==> config.mk <==
export PLATFORM = sky130hd
export DESIGN_NAME = overwriting_ring_with_window_mean
export DESIGN_NICKNAME = d
export VERILOG_FILES = /design/src/hw/rtl/owrm_pkg.sv /design/src/hw/rtl/overwriting_ring_with_window_mean.sv /design/src/hw/rtl/owrm_ring.sv
export SDC_FILE = /design/constraint.sdc
export NUM_CORES = 1
export LEC_CHECK = 0
export BUFFER_PORTS_ARGS = -buffer_cell sky130_fd_sc_hd__buf_2
export CORE_MARGIN = 4
export CORE_UTILIZATION = 45
export DETAILED_ROUTE_END_ITERATION = 10
export GPL_TIMING_DRIVEN = 0
export PLACE_DENSITY = 0.64
export SLEW_MARGIN = 20
export SYNTH_ARGS = -nofsm -noshare
export SYNTH_HDL_FRONTEND = slang
export SYNTH_HIERARCHICAL = 1
export SYNTH_SLANG_ARGS = --single-unit
==> constraint.sdc <==
create_clock -name clock -period 4.38 [get_ports clock]
set_input_delay 0.219 -clock clock [delete_from_list [all_inputs] [get_ports clock]]
set_output_delay 0.219 -clock clock [all_outputs]
set_load 0.01 [all_outputs]
==> src/hw/rtl/owrm_pkg.sv <==
// ----------------------------------------------------------------------------
// owrm_pkg
// Shared widths, defaults and the entry type of the overwriting ring with
// window mean.
// ----------------------------------------------------------------------------
package owrm_pkg;

   localparam int TAG_W         = 16;
   localparam int YEAR_W        = 12;
   localparam int DEPTH_DEFAULT = 8;

   // Both streams carry a 16-bit tag and a 12-bit year, padded to 32 bits.
   localparam int DATA_W = 32;

   // Number of quotient bits produced by the mean divider.
   localparam int QUO_W = YEAR_W;

   typedef struct packed {
      logic [TAG_W-1:0]  tag;
      logic [YEAR_W-1:0] year;
   } entry_type;

endpackage

==> src/hw/rtl/overwriting_ring_with_window_mean.sv <==
// ----------------------------------------------------------------------------
// overwriting_ring_with_window_mean
// Ring of up to DEPTH tagged years that reports evictions and the rounded
// mean year of the held entries.
// ----------------------------------------------------------------------------
// Each accepted word is appended to the ring; when the ring already holds
// DEPTH entries the oldest one is dropped first and its tag comes back with
// the evicted flag set in rsp_tuser (tag reads as zero otherwise). The mean
// is round-half-up of the held years, taken from a running total. The total,
// numerator and divider arithmetic goes through one shared add/subtract unit
// under a small sequencer, and the division is a restoring divider producing
// one quotient bit per cycle. After a word is accepted the sequencer runs a
// total subtract step (only on an eviction), one total update step, one
// numerator set-up step, the 12 divider steps and one output step, which
// waits for the output register to be free. req_tready is low during that
// time, so no new word is taken until the result is loaded. The result sits in
// an output register, so the block may accept the next word while it waits
// to be taken.
// ----------------------------------------------------------------------------
module overwriting_ring_with_window_mean
   import owrm_pkg::*;
#(
   parameter int DEPTH = DEPTH_DEFAULT
) (
   input  logic              clock,
   input  logic              reset,
   input  logic              req_tvalid,
   output logic              req_tready,
   input  logic [DATA_W-1:0] req_tdata,  // [15:0] item_tag, [27:16] year_value
   output logic              rsp_tvalid,
   input  logic              rsp_tready,
   output logic [DATA_W-1:0] rsp_tdata,  // [15:0] evicted_tag, [27:16] mean_year
   output logic [0:0]        rsp_tuser   // [0] evicted
);

   localparam int IDX_W  = (DEPTH > 1) ? $clog2(DEPTH) : 1;
   localparam int CNT_W  = $clog2(DEPTH + 1);
   localparam int TOT_W  = YEAR_W + CNT_W;
   localparam int ALU_W  = CNT_W + QUO_W + 1;
   localparam int STEP_W = $clog2(QUO_W);
   localparam int PAD_W  = DATA_W - TAG_W - YEAR_W;

   localparam logic [2:0] ST_IDLE = 3'd0;
   localparam logic [2:0] ST_SUB  = 3'd1;
   localparam logic [2:0] ST_ADD  = 3'd2;
   localparam logic [2:0] ST_NUM  = 3'd3;
   localparam logic [2:0] ST_DIV  = 3'd4;
   localparam logic [2:0] ST_OUT  = 3'd5;

   logic [2:0]        state_ff, state_in;
   logic [TAG_W-1:0]  tag_ff, tag_in;
   logic [YEAR_W-1:0] year_ff, year_in;
   logic              full_ff, full_in;
   logic [IDX_W-1:0]  head_ff, head_in;
   logic [IDX_W-1:0]  tail_ff, tail_in;
   logic [CNT_W-1:0]  count_ff, count_in;
   logic [TOT_W-1:0]  total_ff, total_in;
   logic [ALU_W-1:0]  rem_ff, rem_in;
   logic [ALU_W-1:0]  dsr_ff, dsr_in;
   logic [QUO_W-1:0]  quo_ff, quo_in;
   logic [STEP_W-1:0] step_ff, step_in;
   logic [TAG_W-1:0]  ev_tag_ff, ev_tag_in;
   logic              rsp_valid_ff, rsp_valid_in;
   logic [DATA_W-1:0] rsp_data_ff, rsp_data_in;
   logic              rsp_user_ff, rsp_user_in;

   logic [ALU_W-1:0]  alu_a;
   logic [ALU_W-1:0]  alu_b;
   logic              alu_sub;
   logic [ALU_W:0]    alu_wide;
   logic              alu_borrow;

   logic              ring_wr_en;
   entry_type         ring_wr_entry;
   entry_type         ring_rd_entry;
   logic              req_accept;

   assign req_accept = req_tvalid && (state_ff == ST_IDLE);

   owrm_ring #(
      .DEPTH (DEPTH),
      .IDX_W (IDX_W)
   ) u_ring (
      .clock    (clock),
      .wr_en    (ring_wr_en),
      .wr_idx   (tail_ff),
      .wr_entry (ring_wr_entry),
      .rd_idx   (head_ff),
      .rd_entry (ring_rd_entry)
   );

   assign ring_wr_en          = (state_ff == ST_ADD);
   assign ring_wr_entry.tag   = tag_ff;
   assign ring_wr_entry.year  = year_ff;

   // Shared add/subtract unit; the top bit of the wide result is the borrow.
   always_comb begin
      alu_a   = '0;
      alu_b   = '0;
      alu_sub = 1'b0;
      case (state_ff)
         ST_SUB: begin
            alu_a   = ALU_W'(total_ff);
            alu_b   = ALU_W'(ring_rd_entry.year);
            alu_sub = 1'b1;
         end
         ST_ADD: begin
            alu_a = ALU_W'(total_ff);
            alu_b = ALU_W'(year_ff);
         end
         ST_NUM: begin
            alu_a = ALU_W'({total_ff, 1'b0});
            alu_b = ALU_W'(count_ff);
         end
         ST_DIV: begin
            alu_a   = rem_ff;
            alu_b   = dsr_ff;
            alu_sub = 1'b1;
         end
         default: begin
            alu_a = '0;
         end
      endcase
   end

   assign alu_wide   = alu_sub ? ({1'b0, alu_a} - {1'b0, alu_b})
                               : ({1'b0, alu_a} + {1'b0, alu_b});
   assign alu_borrow = alu_wide[ALU_W];

   always_comb begin
      state_in     = state_ff;
      tag_in       = tag_ff;
      year_in      = year_ff;
      full_in      = full_ff;
      head_in      = head_ff;
      tail_in      = tail_ff;
      count_in     = count_ff;
      total_in     = total_ff;
      rem_in       = rem_ff;
      dsr_in       = dsr_ff;
      quo_in       = quo_ff;
      step_in      = step_ff;
      ev_tag_in    = ev_tag_ff;
      rsp_valid_in = rsp_valid_ff && !rsp_tready;
      rsp_data_in  = rsp_data_ff;
      rsp_user_in  = rsp_user_ff;

      case (state_ff)
         ST_IDLE: begin
            if (req_accept) begin
               tag_in    = req_tdata[TAG_W-1:0];
               year_in   = req_tdata[TAG_W +: YEAR_W];
               full_in   = (count_ff == CNT_W'(DEPTH));
               ev_tag_in = '0;
               state_in  = (count_ff == CNT_W'(DEPTH)) ? ST_SUB : ST_ADD;
            end
         end
         ST_SUB: begin
            // The head entry was read on the accepting edge and is still valid.
            total_in  = alu_wide[TOT_W-1:0];
            ev_tag_in = ring_rd_entry.tag;
            head_in   = (head_ff == IDX_W'(DEPTH - 1)) ? '0 : head_ff + 1'b1;
            state_in  = ST_ADD;
         end
         ST_ADD: begin
            total_in = alu_wide[TOT_W-1:0];
            count_in = full_ff ? count_ff : count_ff + 1'b1;
            tail_in  = (tail_ff == IDX_W'(DEPTH - 1)) ? '0 : tail_ff + 1'b1;
            state_in = ST_NUM;
         end
         ST_NUM: begin
            // Numerator is 2*total+count; the divisor starts at 2*count
            // aligned with the top quotient bit.
            rem_in   = alu_wide[ALU_W-1:0];
            dsr_in   = ALU_W'(count_ff) << QUO_W;
            quo_in   = '0;
            step_in  = '0;
            state_in = ST_DIV;
         end
         ST_DIV: begin
            if (!alu_borrow) begin
               rem_in = alu_wide[ALU_W-1:0];
            end
            quo_in  = {quo_ff[QUO_W-2:0], !alu_borrow};
            dsr_in  = dsr_ff >> 1;
            step_in = step_ff + 1'b1;
            if (step_ff == STEP_W'(QUO_W - 1)) begin
               state_in = ST_OUT;
            end
         end
         ST_OUT: begin
            if (!rsp_valid_ff || rsp_tready) begin
               rsp_valid_in = 1'b1;
               rsp_data_in  = {{PAD_W{1'b0}}, quo_ff, ev_tag_ff};
               rsp_user_in  = full_ff;
               state_in     = ST_IDLE;
            end
         end
         default: begin
            state_in = ST_IDLE;
         end
      endcase
   end

   always_ff @(posedge clock) begin
      if (reset) begin
         state_ff     <= ST_IDLE;
         head_ff      <= '0;
         tail_ff      <= '0;
         count_ff     <= '0;
         total_ff     <= '0;
         rsp_valid_ff <= 1'b0;
      end else begin
         state_ff     <= state_in;
         head_ff      <= head_in;
         tail_ff      <= tail_in;
         count_ff     <= count_in;
         total_ff     <= total_in;
         rsp_valid_ff <= rsp_valid_in;
      end
   end

   always_ff @(posedge clock) begin
      tag_ff      <= tag_in;
      year_ff     <= year_in;
      full_ff     <= full_in;
      rem_ff      <= rem_in;
      dsr_ff      <= dsr_in;
      quo_ff      <= quo_in;
      step_ff     <= step_in;
      ev_tag_ff   <= ev_tag_in;
      rsp_data_ff <= rsp_data_in;
      rsp_user_ff <= rsp_user_in;
   end

   assign req_tready = (state_ff == ST_IDLE);
   assign rsp_tvalid = rsp_valid_ff;
   assign rsp_tdata  = rsp_data_ff;
   assign rsp_tuser  = rsp_user_ff;

endmodule

==> src/hw/rtl/owrm_ring.sv <==
// ----------------------------------------------------------------------------
// owrm_ring
// Ring storage for tag and year entries: one write port and one read port
// with registered read data.
// ----------------------------------------------------------------------------
module owrm_ring
   import owrm_pkg::*;
#(
   parameter int DEPTH = DEPTH_DEFAULT,
   parameter int IDX_W = (DEPTH > 1) ? $clog2(DEPTH) : 1
) (
   input  logic             clock,
   input  logic             wr_en,
   input  logic [IDX_W-1:0] wr_idx,
   input  entry_type        wr_entry,
   input  logic [IDX_W-1:0] rd_idx,
   output entry_type        rd_entry
);

   entry_type mem [DEPTH];
   entry_type rd_entry_ff;

   always_ff @(posedge clock) begin
      if (wr_en) begin
         mem[wr_idx] <= wr_entry;
      end
      rd_entry_ff <= mem[rd_idx];
   end

   assign rd_entry = rd_entry_ff;

endmodule

==> qor.csv, run 1 <==
metric,value,unit
hpwl,22300,µm
synth_area,0.0163,mm²
power_leakage,6.80,nW
worstMarginPinSlew,0.824,ns
cp-end-kind,register,
ys_types,65,
vias,8977,
yosysSeqAreaShare,71.2,%
cts_buffers,42,
nNetsFinal,1213,
grt_pass1_wl,53200,µm
fin_crit_sh,98.0,%
clock-skew-final,0.0336,ns
synth-main-ff-cell,edfxtp_1,
p_total,10.8,mW
fp.dieW,198,µm
hold_depth,3,
cts.sinks,405,
ys_async_sr_fraction,0,%
cpLargestDelayFamily,simple AND/OR/NAND/NOR gates,
synth_top_cell_by_area,edfxtp_1,
mostFrequentLayoutCell,edfxtp_1,
ir_drop,305,µV
finalHoldViolCount,0,
finalWorstSetupSlack,0.0857,ns
postRouteAntennaNets,0,
io_pins,71,
cts_tree,yes,
clock_latency,0.55,ns
h-tree-depth,2,
syn_inst,986,
cpMostUsedCell,nand2_1,
core-area,0.0357,mm²
antenna_found_initial,0,
grt_max_degree,29,
path_class,register to register,
p_per_area,557,mW/mm²
rr_worst_depth,18,
synth_edf_count,347,
synth_top_area_share,64.1,%
drc,0,
slew_viol_final,0,
grtUsageTotal,17.6,%
pre_cts_ws,-0.704,ns
drt_iter0_markers,642,
initial_utilization,45.6,%
worst_setup_path_start_kind,register,
cp_num_buf_inv,3,
synth.area.top_cells,"edfxtp_1 64%, dfxtp_1 7.1%, mux4_2 6.9%, mux2_2 2.1%, ha_1 2.0%",
syn_avg_cell_area,16.5,µm²
wl_per_cell,20.8,µm
max_freq,233,MHz
maxSlewHeadroom,44.8,%
drive_above_1_share,25.7,%
clockRootBuffer,clkbuf_16,
area_delta_synth_final,19.7,%
ys_warn_count,6,
period_needed,4.29,ns
numPortBuffers,62,
drv_cap,0,
rsz0062_at_grt,true,
num_antenna_cells,0,
row_count,69,
setup_viol_count_final,0,
cts_buffer_depth,3,
grt-ovfl-total,0,
cp_max_fo,10,
die-area,0.0393,mm²
hp-class,input pin to register,
path_cells,buf_6 -> buf_6 -> and4bb_2 -> a211oi_2 -> ha_2 -> nand2_1 -> or4b_4 -> nand2_1 -> xor2_2 -> ha_1 -> a21oi_1 -> nand2_1 -> o21ai_2 -> nand3_2 -> a221oi_4 -> buf_4 -> a211oi_4 -> or2_4,
die_y,198,µm
ys_ff_latch,405,
routabilityCongestion,0.857,
grt_pass1_vias,9232,
critPathArrivalTime,4.58,ns
required,4.67,ns
clk_pin_slew,0.06,ns
wirelength,34200,µm
dr.pass1.iters,5,
outcome,finished clean,
mostFrequentLayoutCells,"347 x edfxtp_1, 71 x nand2_1, 71 x buf_2",
critical-path-max-stage-delay,0.57,ns
critical_path_depth,18,
cp_slowest_cell,or4b_4,
viasPerCell,5.46,
==> worst paths after layout <==
| kind | from | end | slack, ns |
|---|---|---|---|
| worst max register to register | state_ff[0] | rem_ff[15] | 0.09 |
| worst min-delay path | rsp_tready | rsp_tvalid | 0.06 |
| worst min register to register | ev_tag_ff[10] | rsp_tdata[10] | 0.42 |
| worst max-delay path | state_ff[0] | rem_ff[15] | 0.09 |
==> layer usage <==
layer	vias up	wire length [µm]	track usage, %
met5	-	0	0
met4	0	902	5.33
met3	56	1660	3.13
met2	221	16500	28.7
met1	4554	15100	24.4
li1	4146	-	-
==> synthesized netlist by cell type, drive strengths merged, types with 18 or more instances <==
library cell	n
a21oi	45
and2	28
and3	18
buf	23
clkbuf	29
dfxtp	58
edfxtp	347
ha	26
mux2	32
mux4	56
nand2	72
nor2	41
o21ai	32
==> through the flow <==
| step | area [µm²] | util (%) | std cells | hold slack (ns) | setup TNS, ns |
|---|---|---|---|---|---|
| floorplan | 16300 | - | 989 | 0.318 | 0 |
| global placement | 17200 | 48.1 | 1512 | 0.395 | -113.79 |
| detailed placement | 17500 | 49.1 | 1529 | 0.397 | -13.28 |
| CTS | 19400 | 54.4 | 1641 | 0.0414 | 0 |
| global route | 19500 | 54.6 | 1645 | 0.0714 | -1.59 |
| finish | 19500 | 54.6 | 1645 | 0.0627 | 0 |
==> registers in the layout, indices dropped and copies added (netlist names), 16 cells and up <==
| name | count |
|---|---|
| u_ring/mem | 224 |
| dsr_ff | 16 |
| ev_tag_ff | 16 |
| total_ff | 16 |
| rem_ff | 17 |
| u_ring/rd_entry | 28 |
| tag_ff | 16 |
| rsp_tdata | 28 |
==> kinds of logic (layout without fill, tap and decap cells) <==
group | Yosys count | after routing | synth area share, %
mux | 88 | 88 | 10.1
other cells | 1 | 4 | 0.0231
compound gates | 144 | 144 | 5.70
simple gates | 226 | 228 | 7.19
flops | 405 | 405 | 71.2
xor+xnor | 29 | 29 | 1.56
fa+ha+maj | 27 | 27 | 2.12
buf+inv | 66 | 259 | 2.07
==> what timing repair did <==
action                                  4_1_cts  5_1_grt
buffers inserted                              3        5
endpoints found under the setup margin       28       28
endpoints found under the hold margin        30        0
gates cloned                                  2        0
pin swaps                                     2        9
resized for setup                            13       13
hold buffers                                 29        0
==> layout make-up <==
cell class | count | area, µm²
fill | 2823 | 16200
buffer | 51 | 289
timing repair buffer | 116 | 930
multi-input combinational | 520 | 4520
clock inverter | 20 | 324
inverter | 14 | 52.6
clock buffer | 58 | 1200
tap | 461 | 577
sequential | 405 | 11600
==> power by group <==
| group | internal [mW] | switching, mW | total, mW |
|---|---|---|---|
| logic | 0.925 | 1.25 | 2.17 |
| clock network | 2.35 | 1.47 | 3.82 |
| registers | 4.67 | 0.190 | 4.86 |
| total | 7.95 | 2.90 | 10.8 |
==> tightest hold or removal path: cells and delay by family <==
family	cells	cell delay, ns
simple gates	1	0.16
buf+inv	1	0.07
compound gates	1	0.09
(Power assumes the default switching activity.)
==> run 2, diff against run 1 <==
--- a/config.mk
+++ b/config.mk
@@ -7,10 +7,10 @@
 export LEC_CHECK = 0
 export BUFFER_PORTS_ARGS = -buffer_cell sky130_fd_sc_hd__buf_2
 export CORE_MARGIN = 4
-export CORE_UTILIZATION = 45
+export CORE_UTILIZATION = 30
 export DETAILED_ROUTE_END_ITERATION = 10
 export GPL_TIMING_DRIVEN = 0
-export PLACE_DENSITY = 0.64
+export PLACE_DENSITY = 0.46
 export SLEW_MARGIN = 20
 export SYNTH_ARGS = -nofsm -noshare
 export SYNTH_HDL_FRONTEND = slang
==> qor.csv, run 2 (synthesized netlist as in run 1, its figures left out) <==
metric,value,unit,change
outcome,finished clean,,
antenna_found_initial,1,,+1
met3_usage,2.48,%,-0.65 points
regMostFlops,u_ring/mem,,
drt_iter0_markers,611,,-4.8%
grt_pass1_wl,57800,µm,+8.6%
grt_max_degree,29,,unchanged
rr_worst_depth,16,,-2
io_pins,71,,unchanged
period_needed,4.21,ns,-0.0814 ns
viasPerCell,4.77,,-13%
path_class,register to register,,
grt-ovfl-total,0,,unchanged
nNetsFinal,1212,,-0.082%
drv_cap,0,,unchanged
rr_endpoint,rem_ff[12],,
vias,8963,,-0.16%
setup_viol_count_final,0,,unchanged
mostFrequentLayoutCells,"347 x edfxtp_1, 71 x nand2_1, 71 x buf_2",,
drive_above_1_share,25.7,%,unchanged
nFillCells,5023,,+78%
hold_start,rsp_tready,,
hold_depth,3,,unchanged
slew_viol_final,0,,unchanged
required,4.69,ns,+0.02 ns
die-area,0.0580,mm²,+48%
worstMarginPinSlew,0.941,ns,+0.116 ns
largest_reg_flops,224,,unchanged
place_area,0.0178,mm²,+1.7%
pre_cts_ws,-0.845,ns,-0.141 ns
routabilityCongestion,0.771,,-10%
worst_setup_path_start_kind,register,,
grt_most_used_layer,met2,,
clock_latency,0.56,ns,about the same
hpwl,24300,µm,+8.8%
regArea,0.0116,mm²,unchanged
fp.dieW,241,µm,+22%
hp-class,input pin to register,,
die_y,241,µm,+22%
clk_pin_slew,0.06,ns,about the same
grt_util_met2,20.9,%,-7.8 points
mostFrequentLayoutCell,edfxtp_1,,
p_per_area,545,mW/mm²,-2.1%
numPortBuffers,62,,unchanged
postRouteAntennaNets,0,,unchanged
power_leakage,6.76,nW,-0.61%
ir_drop,342,µV,+12%
cp_max_fo,8,,-2
multi_input_area,0.00456,mm²,+0.77%
r2r-start,state_ff[0],,
grt_pass1_vias,9299,,+0.73%
rsz0062_at_grt,false,,
critPathArrivalTime,4.52,ns,-0.06 ns
cts_buffer_depth,3,,unchanged
finalWorstSetupSlack,0.167,ns,+0.0814 ns
core-area,0.0537,mm²,+51%
cts_tree,yes,,
cp-end-kind,register,,
grtUsageTotal,13.2,%,-4.4 points
fin_crit_sh,96.2,%,-1.9 points
max_freq,237,MHz,+1.9%
row_count,85,,+23%
maxSlewHeadroom,37.1,%,-7.8 points
finalHoldViolCount,0,,unchanged
stdcell_area,0.0197,mm²,+1.1%
cts_buffers,43,,+2.4%
wl_per_cell,20.1,µm,-3.4%
worst_hold_slack,0.0413,ns,-0.0214 ns
cts.sinks,405,,unchanged
r2r_setup_slack,0.17,ns,+0.08 ns
wirelength,37700,µm,+10%
num_antenna_cells,0,,unchanged
gr-usage-met1,19.0,%,-5.4 points
tns,0,ns,unchanged
drc,0,,unchanged
area_delta_synth_final,21.1,%,
dr.pass1.iters,5,,unchanged
initial_utilization,30.3,%,-15 points
h-tree-depth,2,,unchanged
hold_end,rsp_tvalid,,
clockRootBuffer,clkbuf_16,,
clock-skew-final,0.0182,ns,-0.0155 ns
-- run 2: cell type report --
type | count | share of cell area [%]
buffer | 50 | 1.48
clock buffer | 57 | 5.99
clock inverter | 23 | 1.28
inverter | 14 | 0.267
multi-input combinational | 520 | 23.1
sequential | 405 | 58.8
tap | 696 | 4.42
timing repair buffer | 115 | 4.63
-- run 2: critical path, cell delays in order, from the launching register on --
cell and delay, ns:
dfxtp_1 0.32, buf_6 0.14, mux2_2 0.37, a211oi_4 0.26, ha_2 0.23, nand2_1 0.07
or4b_4 0.52, inv_1 0.07, a21oi_1 0.07, xor2_1 0.28, ha_1 0.34, o21ai_1 0.14
nor2_1 0.07, or3_1 0.32, o221a_2 0.27, or3_1 0.32, and2_1 0.17
-- run 2: how the worst max path moves through the flow --
stage           startpoint                end  slack [ns]  cells past startpoint
3_3_place_gp   state_ff[1]  u_ring/mem[0][19]       -1.68                      6
2_1_floorplan  state_ff[0]          rem_ff[0]        0.21                     16
6_report       state_ff[0]         rem_ff[12]        0.17                     16
4_1_cts        state_ff[0]         rem_ff[10]        0.02                     16
3_5_place_dp    year_ff[0]          rem_ff[7]       -0.84                     15
5_1_grt         year_ff[3]         rem_ff[12]       0.003                     13
-- run 2: stage by stage --
step	utilization [%]	instances	total power [mW]
floorplan	-	989	6.39
global placement	32.5	1747	6.99
detailed placement	33.1	1766	7.05
CTS	36.5	1879	10.8
global route	36.7	1880	11.3
finish	36.7	1880	10.7
-- run 2: routing by layer --
| metal | part of all wire [%] | routed length [µm] |
|---|---|---|
| met1 | 48 | 18200 |
| met2 | 46 | 17300 |
| met3 | 4.1 | 1560 |
| met4 | 1.6 | 614 |
| met5 | 0 | 0 |
-- run 2: power breakdown --
group / internal, mW / switching, mW
Sequential: 4.67 / 0.199
Clock: 2.20 / 1.49
Combinational: 0.910 / 1.27
Total: 7.78 / 2.96
-- run 2: timing repair --
action,4_1_cts,5_1_grt
pin swaps,3,8
cloned,2,0
gates resized for setup,17,19
hold endpoints to repair,30,0
setup buffers,3,2
endpoints found under the setup margin,32,24
hold buffers,29,0
